`config.mk`:
```
export PLATFORM = sky130hd
export DESIGN_NAME = trcw_hdiv
export DESIGN_NICKNAME = d
export VERILOG_FILES = /design/src/rtl/trcw_pkg.sv /design/src/rtl/trcw_hdiv.sv
export SDC_FILE = /design/constraint.sdc
export NUM_CORES = 1
export LEC_CHECK = 0
export ABC_AREA = 1
export BUFFER_PORTS_ARGS = -buffer_cell sky130_fd_sc_hd__buf_2
export CAP_MARGIN = 5
export CORE_ASPECT_RATIO = 1.1
export CORE_MARGIN = 1.5
export CORE_UTILIZATION = 54
export DETAILED_ROUTE_END_ITERATION = 10
export PLACE_DENSITY = 0.77
export REMOVE_ABC_BUFFERS = 1
export SYNTH_ARGS = -nofsm -noshare
export SYNTH_HDL_FRONTEND = slang
export SYNTH_SLANG_ARGS = --single-unit
```
`constraint.sdc`:
```
create_clock -name clk -period 4.1 [get_ports clk]
set_clock_uncertainty 0.2 [all_clocks]
set_input_delay 1.025 -clock clk [delete_from_list [all_inputs] [get_ports clk]]
set_output_delay 1.025 -clock clk [all_outputs]
set_load 0.1 [all_outputs]
```
`src/rtl/trcw_pkg.sv`:
```
`timescale 1ns / 1ps
// ----------------------------------------------------------------------------
// trcw_pkg
// Shared constants and types of the two-rate cosine waveform generator.
// ----------------------------------------------------------------------------
package trcw_pkg;

	localparam int CFG_IDX_W  = 3;
	localparam int CFG_DATA_W = 32;

	localparam logic [CFG_IDX_W-1:0] REG_AMPLITUDE    = 3'd0;
	localparam logic [CFG_IDX_W-1:0] REG_FIRST_RATE   = 3'd1;
	localparam logic [CFG_IDX_W-1:0] REG_SECOND_RATE  = 3'd2;
	localparam logic [CFG_IDX_W-1:0] REG_TIME_PHASE   = 3'd3;
	localparam logic [CFG_IDX_W-1:0] REG_LEVEL_OFFSET = 3'd4;

	// pi in Q.32 radians and derived limits
	localparam logic [33:0] PI_Q32      = 34'd13493037705;
	localparam logic [33:0] HALF_PI_Q32 = PI_Q32 >> 1;
	localparam logic [34:0] TWO_PI_Q32  = {PI_Q32, 1'b0};

	// half-period for the reset rate of 1.0
	localparam logic [33:0] HALF_RESET     = PI_Q32 / 34'd65536;
	localparam logic [5:0]  HALF_DIV_STEPS = 6'd34;

	localparam int MOD_STAGES = 33;

	localparam logic [30:0] Q30_ONE = 31'h4000_0000;

	localparam int HORNER_STEPS = 5;
	localparam logic [6:0] HORNER_K [HORNER_STEPS] = '{7'd90, 7'd56, 7'd30, 7'd12, 7'd2};
	localparam logic [31:0] HORNER_M [HORNER_STEPS] = '{
		32'((64'd1 << 32) / 64'd90),
		32'((64'd1 << 32) / 64'd56),
		32'((64'd1 << 32) / 64'd30),
		32'((64'd1 << 32) / 64'd12),
		32'((64'd1 << 32) / 64'd2)
	};

	typedef struct packed {
		logic        busy;
		logic [33:0] first_half;
		logic [33:0] second_half;
		logic [34:0] period;
	} half_t;

endpackage

```
`src/rtl/trcw_hdiv.sv`:
```
`timescale 1ns / 1ps
// ----------------------------------------------------------------------------
// trcw_hdiv
// Serial restoring dividers for the two half-periods pi/rate and their sum.
// ----------------------------------------------------------------------------
module trcw_hdiv (
	input  logic                clk,
	input  logic                arst_n,
	input  logic                start,
	input  logic [23:0]         first_rate,
	input  logic [23:0]         second_rate,
	output trcw_pkg::half_t     half
);

	logic [5:0]  cnt_q;
	logic        update_q;
	logic [23:0] rem_q  [2];
	logic [33:0] quo_q  [2];
	logic [33:0] half_q [2];
	logic [34:0] period_q;

	logic [23:0] rate  [2];
	logic [5:0]  bit_idx;
	logic [24:0] trial [2];
	logic [24:0] diff  [2];
	logic [23:0] rem_d [2];
	logic [33:0] quo_d [2];

	assign rate[0] = first_rate;
	assign rate[1] = second_rate;
	assign bit_idx = cnt_q - 6'd1;

	always_comb begin
		for (int i = 0; i < 2; i++) begin
			trial[i] = {rem_q[i], trcw_pkg::PI_Q32[bit_idx]};
			diff[i]  = trial[i] - {1'b0, rate[i]};
			if (trial[i] >= {1'b0, rate[i]}) begin
				rem_d[i] = diff[i][23:0];
				quo_d[i] = {quo_q[i][32:0], 1'b1};
			end else begin
				rem_d[i] = trial[i][23:0];
				quo_d[i] = {quo_q[i][32:0], 1'b0};
			end
		end
	end

	always_ff @(posedge clk or negedge arst_n) begin
		if (!arst_n) begin
			cnt_q     <= '0;
			update_q  <= 1'b0;
			half_q[0] <= trcw_pkg::HALF_RESET;
			half_q[1] <= trcw_pkg::HALF_RESET;
			period_q  <= {1'b0, trcw_pkg::HALF_RESET} + {1'b0, trcw_pkg::HALF_RESET};
		end else begin
			update_q <= 1'b0;
			if (start) begin
				cnt_q <= trcw_pkg::HALF_DIV_STEPS;
			end else if (cnt_q != 6'd0) begin
				cnt_q <= cnt_q - 6'd1;
				if (cnt_q == 6'd1) begin
					half_q[0] <= quo_d[0];
					half_q[1] <= quo_d[1];
					update_q  <= 1'b1;
				end
			end
			period_q <= {1'b0, half_q[0]} + {1'b0, half_q[1]};
		end
	end

	always_ff @(posedge clk) begin
		for (int i = 0; i < 2; i++) begin
			if (start) begin
				rem_q[i] <= '0;
				quo_q[i] <= '0;
			end else if (cnt_q != 6'd0) begin
				rem_q[i] <= rem_d[i];
				quo_q[i] <= quo_d[i];
			end
		end
	end

	assign half.busy        = (cnt_q != 6'd0) || update_q;
	assign half.first_half  = half_q[0];
	assign half.second_half = half_q[1];
	assign half.period      = period_q;

endmodule

```
==> metrics.txt <==
sort of element at the end of the critical path=flip-flop; Pre-Repair DR Iteration Count=6; routability cong.=0.925; number of filler instances in the final layout=around 2400; cell area after synthesis=between 10000 and 15000 um^2; gate family responsible for the most delay along the worst path=simple AND/OR/NAND/NOR gates; quantity of gates resized following cts=0; Post-synth EDFFs=114; placeable core region=~26000 um^2; max-slew violation total from the final report=0; source-to-sink clock delay at the later pin of the worst-skew pair=approximately 0.53 ns; flip-flop and latch count after synthesis=~220; worst-case vdd ir drop=~0.42 mV; remaining max-slew budget at the tightest pin=0.398; remaining number of nets flagged by the antenna check after routing=0; leakage power total=between 8 and 9 nW; startpoint of the tightest hold check path=quo_q[1][32]$_SDFFCE_PN0P_; total CTS buffers=24; final worst path period need=about 3.7 ns; Chip Width=roughly 160 um; # port buffers=about 150; global-route wire length before repair=between 50000 and 60000 um; number of antenna violations at the first check in global routing=0; Max FO, Critical Path=7; H-tree lvl count=1; worst r2r path cells=25; detailed router's first-iteration violation count=783; HPWL after detailed placement=27400 um; worst hold slack after final layout=between 0.2 and 0.3 ns; slowest cell on the critical path=dfrtp_1; number of setup buffers added after CTS=0; TNS Setup=0 ns; mean routed wirelength per cell=~15 um; Critical Path AT=3.76 ns; max_cap viols=0; Overall Global Routing Usage=0.259; count of unresolved DRC violations after routing=0; GRT busiest layer=met2; startpoint of the worst-slack reg-to-reg timing path=cnt_q[0]$_DFFE_PN0P_; switching power share of the total=0.419; largest incremental delay on the critical path=0.45 ns; total routed wirelength=between 30000 and 40000 um; Worst-path clk slew=around 0.070 ns; sum of overflow across all layers after global routing=0; power density normalized to cell area=~550 nW/um^2; count of synthesis-stage warnings from yosys=0; worst setup slack for register-to-register paths=between 0.4 and 0.5 ns; library cell used as clock root buffer=clkbuf_16; share of power burned in combinational logic=0.432; Fin. Hold Viols=0; total die area=approximately 28000 um^2; fraction of synthesis flops using an asynchronous set or reset pin=0.491; number of buffers and inverters on the critical path=3; clock share of power=0.233; run status=finished clean; pin slew with the least headroom to its limit=roughly 0.89 ns; fraction of final layout cells sized beyond drive strength 1=0.129; Mapped Cells=~1900; final clock period utilization by the worst path=0.901; die height=175 um; hold buffer count at cts=0; deepest clock path buffer count=3; number of rows in the core area=62; I/O pin count=between 150 and 200; diodes inserted=0; detailed-route vias per instance=5.07; endpoint with the worst hold slack=half[68]$_DFFE_PN0P_; unrepaired setup endpoints after global routing=false; worst path required time=~4.2 ns; vias in the first global route=~12000; routing usage on met3=0.0256; most used flip-flop cell after synthesis=edfxtp_1; sequential share of power=0.335; internal power summed over all cells=5.23 mW; category of the most critical setup path=flip-flop to flip-flop; overall via count from detail_route=between 10000 and 15000; Starting Density=0.551; TritonCTS Sinks=around 220; Final nets=around 2200; net switching component of the power=roughly 3.8 mW; most frequent cell on the critical path=nand2_1; Achievable Freq=roughly 0.27 GHz; count of cell types in the netlist=48; sequential area share after synthesis=0.430; met1 Resource Use GR=0.328; Worst Hold Path Cells=2; Worst R2R End=rem_q[0][16]$_SDFFCE_PN0P_; clock tree from TritonCTS=yes; pin count of the biggest net entering global routing=just under 80; growth of design area from synthesis to finish=12.7%; global routing usage on met2=0.476; setup violators final=0; HP Class=flip-flop to flip-flop; startpoint kind of the worst setup timing path=flip-flop; Mapped Avg Cell Area=~7.5 um^2
==> cells in the mapped netlist (2+ instances only) <==
library cell  number  share of area
buf_1              3        0.00078
o21ai_0           88          0.030
a31oi_1            2        0.00087
xnor2_1           25          0.015
nand3_1           73          0.025
nor2_4             2         0.0016
o21bai_1           6         0.0031
a21oi_1           70          0.024
xor2_1            19          0.012
edfxtp_1         114           0.24
nor2_1           260          0.067
and2_1             2        0.00087
o21ai_1           20         0.0069
inv_2              9         0.0023
buf_4              6         0.0031
o21a_1             5         0.0026
or2_2              3         0.0013
nand4_1           22         0.0095
o211ai_1           2         0.0010
nor2_2             7         0.0030
nor3_2             3         0.0021
buf_2              9         0.0031
nand3_4            2         0.0024
dfstp_2           30          0.055
fa_1               3         0.0042
dfrtp_1           80           0.14
a21boi_0           2         0.0010
ha_1              86          0.074
nand2_2           10         0.0043
nand2_1          591           0.15
buf_6              7         0.0055
inv_1            321          0.083
clkbuf_1           7         0.0018
buf_8              2         0.0021
nand3b_1          12         0.0062
a21oi_4            2         0.0022
nor3_1            13         0.0045
a21o_1             3         0.0016
==> registers in the layout (all words and copies together), names as in the netlist <==
register  cells
period_q     35
cnt_q         6
rem_q        48
half         68
update_q      1
quo_q        66
==> worst min-delay path, stage by stage (launching register included) <==
cell and delay (ns):
edfxtp_1 0.32, nand2_1 0.05, nand2_1 0.06
==> power by group through the flow <==
| stage | clock, mW | combinational, mW | sequential, mW |
|---|---|---|---|
| after global placement | 0 | 3.82 | 3.04 |
| after global routing | 2.23 | 4.40 | 3.05 |
| final | 2.10 | 3.89 | 3.01 |
| after detailed placement | 0 | 3.86 | 3.05 |
| after CTS | 2.15 | 3.89 | 3.01 |
| after floorplan | 0 | 2.66 | 3.35 |
==> worst max-delay path by stage <==
stage / startpoint / to / slack [ns] / cells after the start
floorplan: start / quo_q[0][0]$_SDFFCE_PN0P_ / 0.15 / 2
finish: cnt_q[0]$_DFFE_PN0P_ / rem_q[0][16]$_SDFFCE_PN0P_ / 0.41 / 25
detailed placement: cnt_q[0]$_DFFE_PN0P_ / rem_q[0][9]$_SDFFCE_PN0P_ / 0.46 / 20
CTS: cnt_q[0]$_DFFE_PN0P_ / rem_q[0][9]$_SDFFCE_PN0P_ / 0.43 / 20
global placement: cnt_q[0]$_DFFE_PN0P_ / rem_q[1][12]$_SDFFCE_PN0P_ / 0.56 / 21
global route: cnt_q[0]$_DFFE_PN0P_ / rem_q[1][20]$_SDFFCE_PN0P_ / 0.04 / 21
==> cells by family after synthesis <==
kind of cell	synth area share
flip-flops	0.430
buffers and inverters	0.102
adder cells (fa/ha/maj)	0.0786
XOR/XNOR	0.0267
AND/OR/NAND/NOR	0.287
AO/OA/AOI/OAI	0.0763
==> layer usage <==
metal,vias up,wire length (um)
met2,306,17900
met5,-,0
met4,0,751
met3,62,1580
li1,6372,-
met1,5713,15700
==> per-stage QoR <==
stage | setup slack, ns | total power [mW] | utilization | cell area [um^2] | std cells
floorplan | 0.150 | 6.02 | - | 14200 | 1897
global placement | 0.561 | 6.86 | 0.592 | 15500 | 2410
detailed placement | 0.465 | 6.91 | 0.592 | 15500 | 2410
CTS | 0.427 | 9.06 | 0.621 | 16300 | 2454
global route | 0.0444 | 9.68 | 0.621 | 16300 | 2454
finish | 0.407 | 9.00 | 0.621 | 16300 | 2454
==> layout make-up <==
cell class,count,area (um^2),area share
tap,352,440,0.0270
inverter,330,1240,0.0763
clock buffer,34,691,0.0424
sequential,224,6210,0.381
clock inverter,10,70.1,0.00430
multi-input combinational,1343,6770,0.416
timing repair buffer,161,863,0.0530
==> layout by cell type, fill, tap and decap left out, types with 4 or more instances in the layout <==
cell type / instances
o21ai_1: 20
buf_4: 5
clkbuf_16: 26
o21ai_0: 88
nand3b_1: 12
nor2_1: 260
nor2_2: 7
a21oi_1: 70
nand4_1: 22
clkbuf_1: 7
nor3_1: 13
dfrtp_1: 80
inv_1: 320
nand2_1: 591
o21a_1: 5
xor2_1: 19
dfstp_2: 30
nand2_2: 10
edfxtp_1: 114
xnor2_1: 25
clkinv_2: 4
inv_2: 8
o21bai_1: 6
ha_1: 86
nand3_1: 73
buf_2: 153
No activity file was read; power rests on OpenSTA's default activity.
